## src/rtl/tcce_pkg.sv

```systemverilog
// Shared sizes, character codes, cursor and result types for the text console cursor engine.
package tcce_pkg;

  localparam int COLS     = 80;
  localparam int ROWS     = 25;
  localparam int TAB_STOP = 5;

  localparam int SCREEN_CELLS   = COLS * ROWS;
  localparam int LAST_ROW_START = COLS * (ROWS - 1);

  localparam int POS_W  = $clog2(SCREEN_CELLS + 1);
  localparam int COL_W  = $clog2(COLS);
  localparam int TM_W   = (TAB_STOP > 1) ? $clog2(TAB_STOP) : 1;
  localparam int STEP_W = $clog2(TAB_STOP + 1) > 0 ? $clog2(TAB_STOP + 1) : 1;
  localparam int SUM_W  = $clog2(COLS + TAB_STOP);
  localparam int IDX_W  = 11;

  // Upper bound of row wraps a single tab step can cause in the column counter.
  localparam int COL_WRAPS = (COLS - 1 + TAB_STOP) / COLS;

  localparam int LAST_TMOD   = LAST_ROW_START % TAB_STOP;
  localparam int SCREEN_TMOD = SCREEN_CELLS % TAB_STOP;

  localparam logic [7:0] ATTR_RESET = 8'd7;

  localparam logic [7:0] CH_BACKSPACE = 8'd8;
  localparam logic [7:0] CH_TAB       = 8'd9;
  localparam logic [7:0] CH_NEWLINE   = 8'd10;
  localparam logic [7:0] CH_RETURN    = 8'd13;

  typedef logic [COLS-1:0][TM_W-1:0] col_tab_t;

  // Cursor kept as linear position plus its column and its phase within a tab stop.
  typedef struct packed {
    logic [POS_W-1:0] pos;
    logic [COL_W-1:0] col;
    logic [TM_W-1:0]  tmod;
  } cursor_t;

  typedef struct packed {
    logic             cell_write;
    logic [IDX_W-1:0] cell_index;
    logic [7:0]       cell_char;
    logic [7:0]       cell_attribute;
    logic             scroll_up;
    logic [IDX_W-1:0] cursor_after;
  } result_t;

  // Table of (COLS - col) mod TAB_STOP, the tab phase gained by a newline.
  function automatic col_tab_t make_back_table();
    col_tab_t t;
    for (int i = 0; i < COLS; i++) begin
      t[i] = TM_W'((COLS - i) % TAB_STOP);
    end
    return t;
  endfunction

  // Table of col mod TAB_STOP, the tab phase lost by a carriage return.
  function automatic col_tab_t make_col_table();
    col_tab_t t;
    for (int i = 0; i < COLS; i++) begin
      t[i] = TM_W'(i % TAB_STOP);
    end
    return t;
  endfunction

  localparam col_tab_t BACK_MOD = make_back_table();
  localparam col_tab_t COL_MOD  = make_col_table();

endpackage

```

## src/rtl/text_console_cursor_engine_unit.sv

```systemverilog
// Top level of the text console cursor engine: input register, cursor state, result register.
// A word accepted into the input register passes through the cursor step into the result register.
// One character word per cycle while the output is not stalled; the cursor register updates with each word.
// While a result waits on a stalled output, the input register takes one more word, then stalls.
// Reset (rst_ni low, asynchronous) empties both registers, puts the cursor at the top
// left cell and sets the text attribute to 7.
module text_console_cursor_engine_unit (
  input  logic       clk_i,
  input  logic       rst_ni,
  input  logic       in_valid_i,
  output logic       in_stall_o,
  input  logic [7:0] char_code_i,
  input  logic       cfg_valid_i,
  output logic       cfg_ready_o,
  input  logic [7:0] cfg_text_attribute_i,
  output logic       out_valid_o,
  input  logic       out_stall_i,
  output logic        cell_write_o,
  output logic [10:0] cell_index_o,
  output logic [7:0]  cell_char_o,
  output logic [7:0]  cell_attribute_o,
  output logic        scroll_up_o,
  output logic [10:0] cursor_after_o
);

  logic              in_valid_q;
  logic [7:0]        char_q;
  logic              out_valid_q;
  tcce_pkg::result_t res_q;
  tcce_pkg::result_t res_d;
  tcce_pkg::cursor_t cur_q;
  tcce_pkg::cursor_t cur_d;
  logic [7:0]        attr_q;
  logic              adv;

  assign adv         = in_valid_q && (!out_valid_q || !out_stall_i);
  assign in_stall_o  = in_valid_q && !adv;
  assign cfg_ready_o = 1'b1;

  tcce_cursor_step u_step (
    .cur_i       (cur_q),
    .char_code_i (char_q),
    .attr_i      (attr_q),
    .nxt_o       (cur_d),
    .res_o       (res_d)
  );

  always_ff @(posedge clk_i or negedge rst_ni) begin
    if (!rst_ni) begin
      in_valid_q  <= 1'b0;
      out_valid_q <= 1'b0;
      cur_q       <= '0;
      attr_q      <= tcce_pkg::ATTR_RESET;
    end else begin
      if (in_valid_i && !in_stall_o) begin
        in_valid_q <= 1'b1;
      end else if (adv) begin
        in_valid_q <= 1'b0;
      end
      if (adv) begin
        out_valid_q <= 1'b1;
        cur_q       <= cur_d;
      end else if (!out_stall_i) begin
        out_valid_q <= 1'b0;
      end
      if (cfg_valid_i && cfg_ready_o) begin
        attr_q <= cfg_text_attribute_i;
      end
    end
  end

  always_ff @(posedge clk_i) begin
    if (in_valid_i && !in_stall_o) begin
      char_q <= char_code_i;
    end
    if (adv) begin
      res_q <= res_d;
    end
  end

  assign out_valid_o      = out_valid_q;
  assign cell_write_o     = res_q.cell_write;
  assign cell_index_o     = res_q.cell_index;
  assign cell_char_o      = res_q.cell_char;
  assign cell_attribute_o = res_q.cell_attribute;
  assign scroll_up_o      = res_q.scroll_up;
  assign cursor_after_o   = res_q.cursor_after;

endmodule

```

## src/rtl/tcce_cursor_step.sv

```systemverilog
// Combinational cursor update and result formation for one character.
module tcce_cursor_step (
  input  tcce_pkg::cursor_t cur_i,
  input  logic [7:0]        char_code_i,
  input  logic [7:0]        attr_i,
  output tcce_pkg::cursor_t nxt_o,
  output tcce_pkg::result_t res_o
);

  tcce_pkg::cursor_t                  base;
  logic                               scroll;
  logic [tcce_pkg::STEP_W-1:0]        tab_step;
  logic [tcce_pkg::POS_W:0]           tab_pos;
  logic                               tab_sat;
  logic [tcce_pkg::SUM_W-1:0]         tab_col;
  logic [tcce_pkg::TM_W:0]            nl_tm;
  logic [tcce_pkg::TM_W:0]            cr_tm;
  logic [tcce_pkg::TM_W-1:0]          cr_cm;

  // A cursor at the screen end first moves to the last row start and scrolls.
  always_comb begin
    if (cur_i.pos >= tcce_pkg::POS_W'(tcce_pkg::SCREEN_CELLS)) begin
      base.pos  = tcce_pkg::POS_W'(tcce_pkg::LAST_ROW_START);
      base.col  = '0;
      base.tmod = tcce_pkg::TM_W'(tcce_pkg::LAST_TMOD);
      scroll    = 1'b1;
    end else begin
      base   = cur_i;
      scroll = 1'b0;
    end
  end

  always_comb begin
    tab_step = tcce_pkg::STEP_W'(tcce_pkg::TAB_STOP) - tcce_pkg::STEP_W'(base.tmod);
    tab_pos  = {1'b0, base.pos} + (tcce_pkg::POS_W + 1)'(tab_step);
    tab_sat  = tab_pos > (tcce_pkg::POS_W + 1)'(tcce_pkg::SCREEN_CELLS);
    tab_col  = tcce_pkg::SUM_W'(base.col) + tcce_pkg::SUM_W'(tab_step);
    for (int i = 0; i < tcce_pkg::COL_WRAPS; i++) begin
      if (tab_col >= tcce_pkg::SUM_W'(tcce_pkg::COLS)) begin
        tab_col = tab_col - tcce_pkg::SUM_W'(tcce_pkg::COLS);
      end
    end
  end

  always_comb begin
    nl_tm = (tcce_pkg::TM_W + 1)'(base.tmod)
          + (tcce_pkg::TM_W + 1)'(tcce_pkg::BACK_MOD[base.col]);
    if (nl_tm >= (tcce_pkg::TM_W + 1)'(tcce_pkg::TAB_STOP)) begin
      nl_tm = nl_tm - (tcce_pkg::TM_W + 1)'(tcce_pkg::TAB_STOP);
    end
    cr_cm = tcce_pkg::COL_MOD[base.col];
    if (base.tmod >= cr_cm) begin
      cr_tm = (tcce_pkg::TM_W + 1)'(base.tmod) - (tcce_pkg::TM_W + 1)'(cr_cm);
    end else begin
      cr_tm = (tcce_pkg::TM_W + 1)'(base.tmod) + (tcce_pkg::TM_W + 1)'(tcce_pkg::TAB_STOP)
            - (tcce_pkg::TM_W + 1)'(cr_cm);
    end
  end

  always_comb begin
    nxt_o = base;
    res_o = '0;
    res_o.scroll_up = scroll;
    case (char_code_i)
      tcce_pkg::CH_NEWLINE: begin
        nxt_o.pos  = base.pos + tcce_pkg::POS_W'(tcce_pkg::COLS) - tcce_pkg::POS_W'(base.col);
        nxt_o.col  = '0;
        nxt_o.tmod = tcce_pkg::TM_W'(nl_tm);
      end
      tcce_pkg::CH_TAB: begin
        if (tab_sat) begin
          nxt_o.pos  = tcce_pkg::POS_W'(tcce_pkg::SCREEN_CELLS);
          nxt_o.col  = '0;
          nxt_o.tmod = tcce_pkg::TM_W'(tcce_pkg::SCREEN_TMOD);
        end else begin
          nxt_o.pos  = tab_pos[tcce_pkg::POS_W-1:0];
          nxt_o.col  = tcce_pkg::COL_W'(tab_col);
          nxt_o.tmod = '0;
        end
      end
      tcce_pkg::CH_RETURN: begin
        nxt_o.pos  = base.pos - tcce_pkg::POS_W'(base.col);
        nxt_o.col  = '0;
        nxt_o.tmod = tcce_pkg::TM_W'(cr_tm);
      end
      tcce_pkg::CH_BACKSPACE: begin
        // The cursor is clamped at the top left cell.
        if (base.pos != '0) begin
          nxt_o.pos  = base.pos - 1'b1;
          nxt_o.col  = (base.col == '0) ? tcce_pkg::COL_W'(tcce_pkg::COLS - 1)
                                        : base.col - 1'b1;
          nxt_o.tmod = (base.tmod == '0) ? tcce_pkg::TM_W'(tcce_pkg::TAB_STOP - 1)
                                         : base.tmod - 1'b1;
        end
      end
      default: begin
        res_o.cell_write     = 1'b1;
        res_o.cell_index     = tcce_pkg::IDX_W'(base.pos);
        res_o.cell_char      = char_code_i;
        res_o.cell_attribute = attr_i;
        nxt_o.pos  = base.pos + 1'b1;
        nxt_o.col  = (base.col == tcce_pkg::COL_W'(tcce_pkg::COLS - 1)) ? '0
                                                                      : base.col + 1'b1;
        nxt_o.tmod = (base.tmod == tcce_pkg::TM_W'(tcce_pkg::TAB_STOP - 1)) ? '0
                                                                           : base.tmod + 1'b1;
      end
    endcase
    res_o.cursor_after = tcce_pkg::IDX_W'(nxt_o.pos);
  end

endmodule

```

## config.mk

```make
export PLATFORM = sky130hd
export DESIGN_NAME = text_console_cursor_engine_unit
export DESIGN_NICKNAME = d
export VERILOG_FILES = /design/src/rtl/tcce_pkg.sv /design/src/rtl/text_console_cursor_engine_unit.sv /design/src/rtl/tcce_cursor_step.sv
export SDC_FILE = /design/constraint.sdc
export NUM_CORES = 1
export LEC_CHECK = 0
export ABC_AREA = 1
export CELL_PAD_IN_SITES_DETAIL_PLACEMENT = 1
export CELL_PAD_IN_SITES_GLOBAL_PLACEMENT = 1
export CORE_UTILIZATION = 44
export CTS_BUF_LIST = sky130_fd_sc_hd__clkbuf_8
export CTS_CLUSTER_SIZE = 25
export DETAILED_ROUTE_END_ITERATION = 8
export DONT_BUFFER_PORTS = 1
export PLACE_DENSITY = 0.82
export SYNTH_ARGS = -nofsm -noshare
export SYNTH_HDL_FRONTEND = slang
export SYNTH_SLANG_ARGS = --single-unit
```

## constraint.sdc

```tcl
create_clock -name clk_i -period 4.93 [get_ports clk_i]
set_clock_uncertainty 0.15 [all_clocks]
set_input_delay 0.2465 -clock clk_i [delete_from_list [all_inputs] [get_ports clk_i]]
set_output_delay 0.2465 -clock clk_i [all_outputs]
set_load 0.02 [all_outputs]
```

==> out/summary.md, run 1 <==
* async set-or-reset flop fraction in the synthesized netlist: 39.2%
* cell area after technology mapping: 6890 µm²
* slack of the worst reg-to-reg path: 0.30 ns
* synth top area cells: sky130_fd_sc_hd__edfxtp_1, sky130_fd_sc_hd__ha_1, sky130_fd_sc_hd__dfrtp_1
* result of the run: completed
* count of antenna-violating nets left after detailed routing: 0
* Initial Utilization: 45.2%
* maximum capacitance violations: 0
* height of the die: 127 µm
* mean instance size in the synthesized netlist: 7.44 µm²
* Fmax: 216 MHz
* cell area after layout: 7640 µm²
* CP Data Arrival Time: 4.75 ns
* via count of the first global-routing pass: 6663
* root buffer cell: sky130_fd_sc_hd__clkbuf_8
* DR DRC count: 0
* detailed-route wire length per cell: 20.0 µm
* part of the cycle the worst path needs: 93.9%
* Placed Area: 7140 µm²
* final non-filler cell total: 1167
* number of enable flip-flop cells after synthesis: 48
* P&R area growth vs syn: 10.8%
* ratio of cells with drive above 1 in the final layout: 10.8%
* Reg2Reg Capture Point: cur_q[2]
* most frequent cell on the critical path: sky130_fd_sc_hd__inv_1
* TritonCTS clock tree: yes
* initial antenna violation count: 0
* clk_lat worst skew: 0.38 ns
* global-route total usage across every layer: 29.3%
* worst ir drop on vdd: 0.000382 V
* placed cell count: 1123
* number of input and output port buffers inserted: 0
* global route total overflow: 0
* nets@finish: 1036
* kind of end point of the critical path: flop
* Max H-tree Level: 3
* worst slack at placement: 0.0600 ns
* worst reg-to-reg path cell count: 28
* sequential cell area fraction in the yosys report: 32.2%
* hold-critical path endpoint: in_valid_q
* Critical Path Slowest Stage Cell: sky130_fd_sc_hd__fa_2
* Power, Total: 5.13 mW
* I/O pins: 64
* number of warning messages in the yosys log: 0
* headroom to the max-slew limit: 56.0%
* worst r2r src: cur_q[20]
* post-synth net total: 1012
* static leakage: 3.58 nW
* number of max-slew violations in the final report: 0
* data required time of the worst path: 5.05 ns
* detailed-route via count: 6621
* Inserted Clock Buffers: 9
* Crit Path Max Fanout: 13
* top-count cell post-synth: sky130_fd_sc_hd__nand2_1
* number of setup violations in the final report: 0
* die width: 127 µm
* Min-Delay Startpoint: in_valid_i
* area share of the largest cell type after synthesis: 20.9%
* post-synthesis instance total: 927
* global-route wire length before repair: 36200 µm
* Final TNS setup: 0 ns
* post-CTS clock slew at the launch and capture registers of the worst setup and hold paths: 0.10 ns
* area of the core: 15300 µm²
* largest stage delay on the critical path: 0.57 ns
* Startpoint Class: flop
* Seq cells post-synth: 79
* number of buffers on the longest clock path: 2
* start-to-end type of the worst setup path: reg2reg
* HPWL Detailed: 17200 µm
* Final Routed Wirelength: 23300 µm
* commonest cells in the netlist: sky130_fd_sc_hd__nand2_1, sky130_fd_sc_hd__inv_1, sky130_fd_sc_hd__nor2_1
* total clock sinks: 79
* most area-hungry cell type in the Yosys netlist: sky130_fd_sc_hd__edfxtp_1
* maximum number of pins on one net before global-route repair: 35
* first-iteration detailed-routing DRC count: 450
* final count of hold timing violations: 0
* placer congestion estimate: 0.909
* number of antenna diodes: 0
* drt pass-1 iters: 6
* Main synth FF type: sky130_fd_sc_hd__edfxtp_1
* number of distinct standard cells referenced by the synthesized netlist: 59
* Hold Path Class: in2reg
* row count: 45
* power density relative to cell area: 672 nW/µm²
* Min-Delay Path Depth: 2
* crit path setup slack, layout: 0.299 ns
* Die Footprint: 16200 µm²
* Final min period: 4.63 ns
* DR vias/cell: 5.67
* Slew @ Worst Pin: 0.660 ns
cell type report:
| cell class | instances | area [µm²] |
|---|---|---|
| fill | 1890 | 7620 |
| multi-input combinational | 675 | 4030 |
| sequential | 79 | 2230 |
| inverter | 143 | 547 |
| timing repair buffer | 43 | 383 |
| tap | 211 | 264 |
| clock buffer | 9 | 124 |
| clock inverter | 7 | 66.3 |
kinds of logic after synthesis:
| group | synth area share [%] |
|---|---|
| compound gates | 14.3 |
| simple gates | 28.7 |
| other cells | 0.0544 |
| flops | 32.2 |
| mux | 0.145 |
| buf+inv | 9.84 |
| xor+xnor | 2.41 |
| fa+ha+maj | 12.3 |
routing by layer:
| metal | vias to the layer above | part of all wire, % | global-route usage, % |
|---|---|---|---|
| li1 | 3117 | - | - |
| met1 | 3200 | 44 | 39.2 |
| met2 | 254 | 47 | 48.0 |
| met3 | 50 | 6.6 | 5.40 |
| met4 | 0 | 2.5 | 9.31 |
| met5 | - | 0 | 0 |
state kept, by name (all words and copies together) (netlist names):
register,count
cur_q,21
cell_attribute_o,8
cell_index_o,11
char_q,8
in_valid_q,1
cursor_after_o,11
scroll_up_o,1
attr_q,8
cell_write_o,1
out_valid_o,1
cell_char_o,8
how the worst max path moves through the flow:
stage | from | endpoint | slack, ns | cells after the start
2_1_floorplan | cur_q[20] | cur_q[1] | 0.28 | 27
3_3_place_gp | cur_q[20] | cur_q[1] | 0.34 | 26
3_5_place_dp | cur_q[20] | cur_q[1] | 0.06 | 26
4_1_cts | cur_q[20] | cur_q[1] | 0.02 | 26
5_1_grt | cur_q[20] | cur_q[2] | -0.03 | 28
6_report | cur_q[20] | cur_q[2] | 0.30 | 28
placed cells by master, fill, tap and decap left out, drive strengths merged, types with 11 or more instances in the layout:
cell type and n:
dlygate4sd3 19, inv 144, xor2 15, nand2 196, dfrtp 28, nand3 67
ha 58, edfxtp 48, a31oi 11, a21oi 46, buf 24, o21ai 75
nor2 108, nand4 20
stage by stage:
step,util (%),hold WS (ns)
final,50.0,0.0842
after global routing,50.0,0.0940
after CTS,49.4,0.0484
after detailed placement,46.8,-0.197
after global placement,46.8,-0.197
after floorplan,-,-0.199
critical path, delay by kind of cell (launching register included):
kind	cells	cell delay [ns]
adders and majority gates	4	1.16
AOI/OAI and AO/OA	8	1.01
and+or+nand+nor	7	0.95
buffers and inverters	9	0.79
DFF	1	0.45
timing repair:
item	CTS	global route
setup endpoints to repair	0	3
endpoints found under the hold margin	49	0
hold buffers	20	0
resized for setup	0	13
buffers inserted	0	8
power by group:
part / total, mW / internal, mW / switching [mW]
Sequential: 1.10 / 0.904 / 0.200
Combinational: 3.54 / 1.21 / 2.32
Clock: 0.488 / 0.230 / 0.258
(Power assumes the default switching activity.)
==> run 2, diff against run 1 <==
ABC_AREA = not set   (was 1)
CORE_UTILIZATION = 46   (was 44)
PLACE_DENSITY = 0.79   (was 0.82)
==> out/summary.md, run 2 <==
* P_int: 3.14 mW, was 2.35 mW
* Final min period: 4.80 ns, was 4.63 ns
* initial antenna violation count: 0, unchanged
* drt pass-1 iters: 5, was 6
* Fillers: 1703, was 1890
* number of max-slew violations in the final report: 0, unchanged
* first-iteration detailed-routing DRC count: 586, was 450
* leading cell types in the layout, fill and taps excluded: sky130_fd_sc_hd__nor2_1, sky130_fd_sc_hd__buf_4, sky130_fd_sc_hd__ha_1, was sky130_fd_sc_hd__nand2_1, sky130_fd_sc_hd__inv_1, sky130_fd_sc_hd__nor2_1
* commonest cells in the netlist: sky130_fd_sc_hd__nor2_1, sky130_fd_sc_hd__ha_1, sky130_fd_sc_hd__inv_1, was sky130_fd_sc_hd__nand2_1, sky130_fd_sc_hd__inv_1, sky130_fd_sc_hd__nor2_1
* headroom to the max-slew limit: 36.3%, was 56.0%
* largest stage delay on the critical path: 0.49 ns, was 0.57 ns
* P&R area growth vs syn: 15.8%, was 10.8%
* cell area after layout: 8190 µm², was 7640 µm²
* ratio of cells with drive above 1 in the final layout: 16.0%, was 10.8%
* ordered list of cells on the worst path: and4_4 > nand2_4 > nand2_8 > inv_8 > ha_4 > buf_4 > mux4_2 > nand2_1 > a21o_1 > a41oi_2 > ha_2 > inv_1 > fa_2 > ha_4 > nand2b_1 > a221o_1 > a221o_1 > nor2b_2 > xnor2_1 > a22oi_1 > a31oi_1
* post-synth net total: 881, was 1012
* kind of end point of the critical path: flop, unchanged
* DR DRC count: 0, unchanged
* placer congestion estimate: 0.948, was 0.909
* Placed Area: 7520 µm², was 7140 µm²
* area of the core: 14800 µm², was 15300 µm²
* sequential cell area fraction in the yosys report: 31.4%, was 32.2%
* die width: 126 µm, was 127 µm
* clk_lat worst skew: 0.37 ns, was 0.38 ns
* TritonCTS clock tree: yes, unchanged
* number of enable flip-flop cells after synthesis: 48, unchanged
* most area-hungry cell type in the Yosys netlist: sky130_fd_sc_hd__edfxtp_1, unchanged
* static leakage: 3.37 nW, was 3.58 nW
* most frequent standard cell in the layout excluding fill and tap cells: sky130_fd_sc_hd__nor2_1, was sky130_fd_sc_hd__nand2_1
* area fraction in compound gates after synthesis: 22.7%, was 14.3%
* async set-or-reset flop fraction in the synthesized netlist: 39.2%, unchanged
* via count of the first global-routing pass: 6944, was 6663
* Slew @ Worst Pin: 0.948 ns, was 0.660 ns
* Initial Utilization: 48.0%, was 45.2%
* global-route total usage across every layer: 32.5%, was 29.3%
* area share of the largest cell type after synthesis: 20.4%, was 20.9%
* dominant combinational cell family by area after synthesis: compound AO/OA/AOI/OAI gates, was simple AND/OR/NAND/NOR gates
* count of antenna-violating nets left after detailed routing: 0, unchanged
* Clk pwr share: 7.6%, was 9.5%
* share of power burned in registers: 17.9%, was 21.5%
* nets@finish: 924, was 1036
* worst hold slack across all endpoints: 0.178 ns, was 0.0842 ns
* share of synthesized cell area in full adder, half adder and majority cells: 12.5%, was 12.3%
* number of warning messages in the yosys log: 0, unchanged
* final count of hold timing violations: 0, unchanged
* part of the cycle the worst path needs: 97.3%, was 93.9%
* most flop-heavy register: cur_q, unchanged
* Inserted Clock Buffers: 9, unchanged
* height of the die: 126 µm, was 127 µm
* Fmax: 209 MHz, was 216 MHz
* mean instance size in the synthesized netlist: 8.89 µm², was 7.44 µm²
* DR vias/cell: 6.57, was 5.67
* number of buffers on the longest clock path: 2, unchanged
* top-count cell post-synth: sky130_fd_sc_hd__nor2_1, was sky130_fd_sc_hd__nand2_1
* HPWL Detailed: 18200 µm, was 17200 µm
* cell area after technology mapping: 7080 µm², was 6890 µm²
* Sw Ratio: 50.9%, was 54.2%
* post-synthesis xor/xnor area fraction: 5.29%, was 2.41%
* post-CTS clock slew at the launch and capture registers of the worst setup and hold paths: 0.10 ns, about the same
* start-to-end type of the worst setup path: reg2reg, unchanged
* Hold Path Class: in2reg, unchanged
* simple-gate share of the synthesized area: 16.9%, was 28.7%
* fraction of power consumed by combinational cells: 74.4%, was 69.0%
* maximum capacitance violations: 0, unchanged
* worst ir drop on vdd: 0.000589 V, was 0.000382 V
* Main synth FF type: sky130_fd_sc_hd__edfxtp_1, unchanged
* Final Routed Wirelength: 25400 µm, was 23300 µm
* row count: 44, was 45
* total clock sinks: 79, unchanged
* global route total overflow: 0, unchanged
* number of antenna diodes: 0, unchanged
* Die Footprint: 15900 µm², was 16200 µm²
* synth top area cells: sky130_fd_sc_hd__edfxtp_1, sky130_fd_sc_hd__ha_1, sky130_fd_sc_hd__dfrtp_1, unchanged
* Startpoint Class: flop, unchanged
* data required time of the worst path: 5.03 ns, was 5.05 ns
* detailed-route via count: 6752, was 6621
* maximum number of pins on one net before global-route repair: 67, was 35
* Seq cells post-synth: 79, unchanged
* number of input and output port buffers inserted: 0, unchanged
* number of distinct standard cells referenced by the synthesized netlist: 81, was 59
* Critical Path Slowest Stage Cell: sky130_fd_sc_hd__mux4_2, was sky130_fd_sc_hd__fa_2
* power density relative to cell area: 781 nW/µm², was 672 nW/µm²
* Max H-tree Level: 3, unchanged
* Crit Path Max Fanout: 6, was 13
* global-route wire length before repair: 39800 µm, was 36200 µm
* Largest register FFs: 21, unchanged
* multiplexer share of the synthesized area: 5.02%, was 0.145%
* Switch Pwr: 3.25 mW, was 2.78 mW
* number of setup violations in the final report: 0, unchanged
* result of the run: completed, unchanged
* root buffer cell: sky130_fd_sc_hd__clkbuf_8, unchanged
* Final Core Density: 55.5%, was 50.0%
* post-synthesis instance total: 796, was 927
* I/O pins: 64, unchanged
* CP Data Arrival Time: 4.89 ns, was 4.75 ns
* detailed-route wire length per cell: 24.7 µm, was 20.0 µm
==> run 2: changes by cell type after synthesis, sizes merged, moves of 14 or more <==
cell	delta
a211oi	+14
o21ai	-28
clkbuf	+22
nand3	-45
nor2	-41
mux2	+14
and2	+17
inv	-91
nand2b	+14
nand2	-146
xnor2	+23
==> run 2: power by group through the flow <==
stage	clock, mW	combinational, mW	sequential, mW
2_1_floorplan	0	3.19	1.06
4_1_cts	0.491	4.43	1.14
3_3_place_gp	0	4.14	1.14
5_1_grt	0.511	5.14	1.17
6_report	0.487	4.76	1.15
3_5_place_dp	0	4.35	1.15
==> run 2: final cells by class <==
cell class,instances,area (µm²),area share [%]
Clock buffer,9,124,1.51
Clock inverter,7,63.8,0.779
Multi-Input combinational cell,609,4570,55.8
Inverter,52,210,2.57
Sequential cell,79,2220,27.1
Timing Repair Buffer,88,772,9.42
Tap cell,184,230,2.81
==> run 2: per-stage QoR <==
stage / setup slack [ns] / TNS [ns] / std cells / power (mW)
finish: 0.135 / 0 / 1028 / 6.40
global route: -0.00623 / -0.00623 / 1028 / 6.82
CTS: 0.0368 / 0 / 1017 / 6.06
detailed placement: -0.0622 / -0.0622 / 972 / 5.50
global placement: 0.128 / 0 / 972 / 5.28
floorplan: 0.00273 / 0 / 796 / 4.25
==> run 2: critical path: cells and delay by family, from the launching register on <==
family	cells	cell delay, ns
AOI/OAI and AO/OA	6	1.29
buffers and inverters	3	0.28
DFF	1	0.37
and+or+nand+nor	6	0.91
muxes	1	0.49
xor gates and xnor gates	1	0.12
adders and majority gates	4	1.07
==> run 2: kinds of logic (layout without fill, tap and decap cells) <==
group           Yosys count  count (layout)
flops                    79              79
buf+inv                 108             156
simple gates            241             241
xor+xnor                 39              39
mux                      30              30
other cells               1               1
compound gates          230             230
fa+ha+maj                68              68
==> run 2: path summary, 6_finish.rpt <==
kind                             from        endpoint  slack (ns)  cells past startpoint
max reg2reg                 cur_q[17]        cur_q[2]        0.13                     21
min                        in_valid_i       char_q[1]        0.18                      1
max                         cur_q[17]        cur_q[2]        0.13                     21
min in group asynchronous      rst_ni        cur_q[0]        0.21                      2
min reg2reg                 char_q[4]  cell_char_o[4]        0.32                      0
max in group asynchronous      rst_ni       attr_q[2]        4.14                      2
==> run 2: repair_timing <==
action                                 CTS  global route
endpoints found under the hold margin   49             0
resized for setup                        2            22
buffers inserted                         0            11
hold buffers                            29             0
gates cloned                             0             0
pin swaps                                1            14
setup endpoints to repair                1             3
==> run 2: per-layer routing <==
metal	part of all wire, %	GRT usage [%]
met4	3.2	14.2
met3	8.3	5.65
met1	42	43.5
met5	0	0
met2	46	51.7
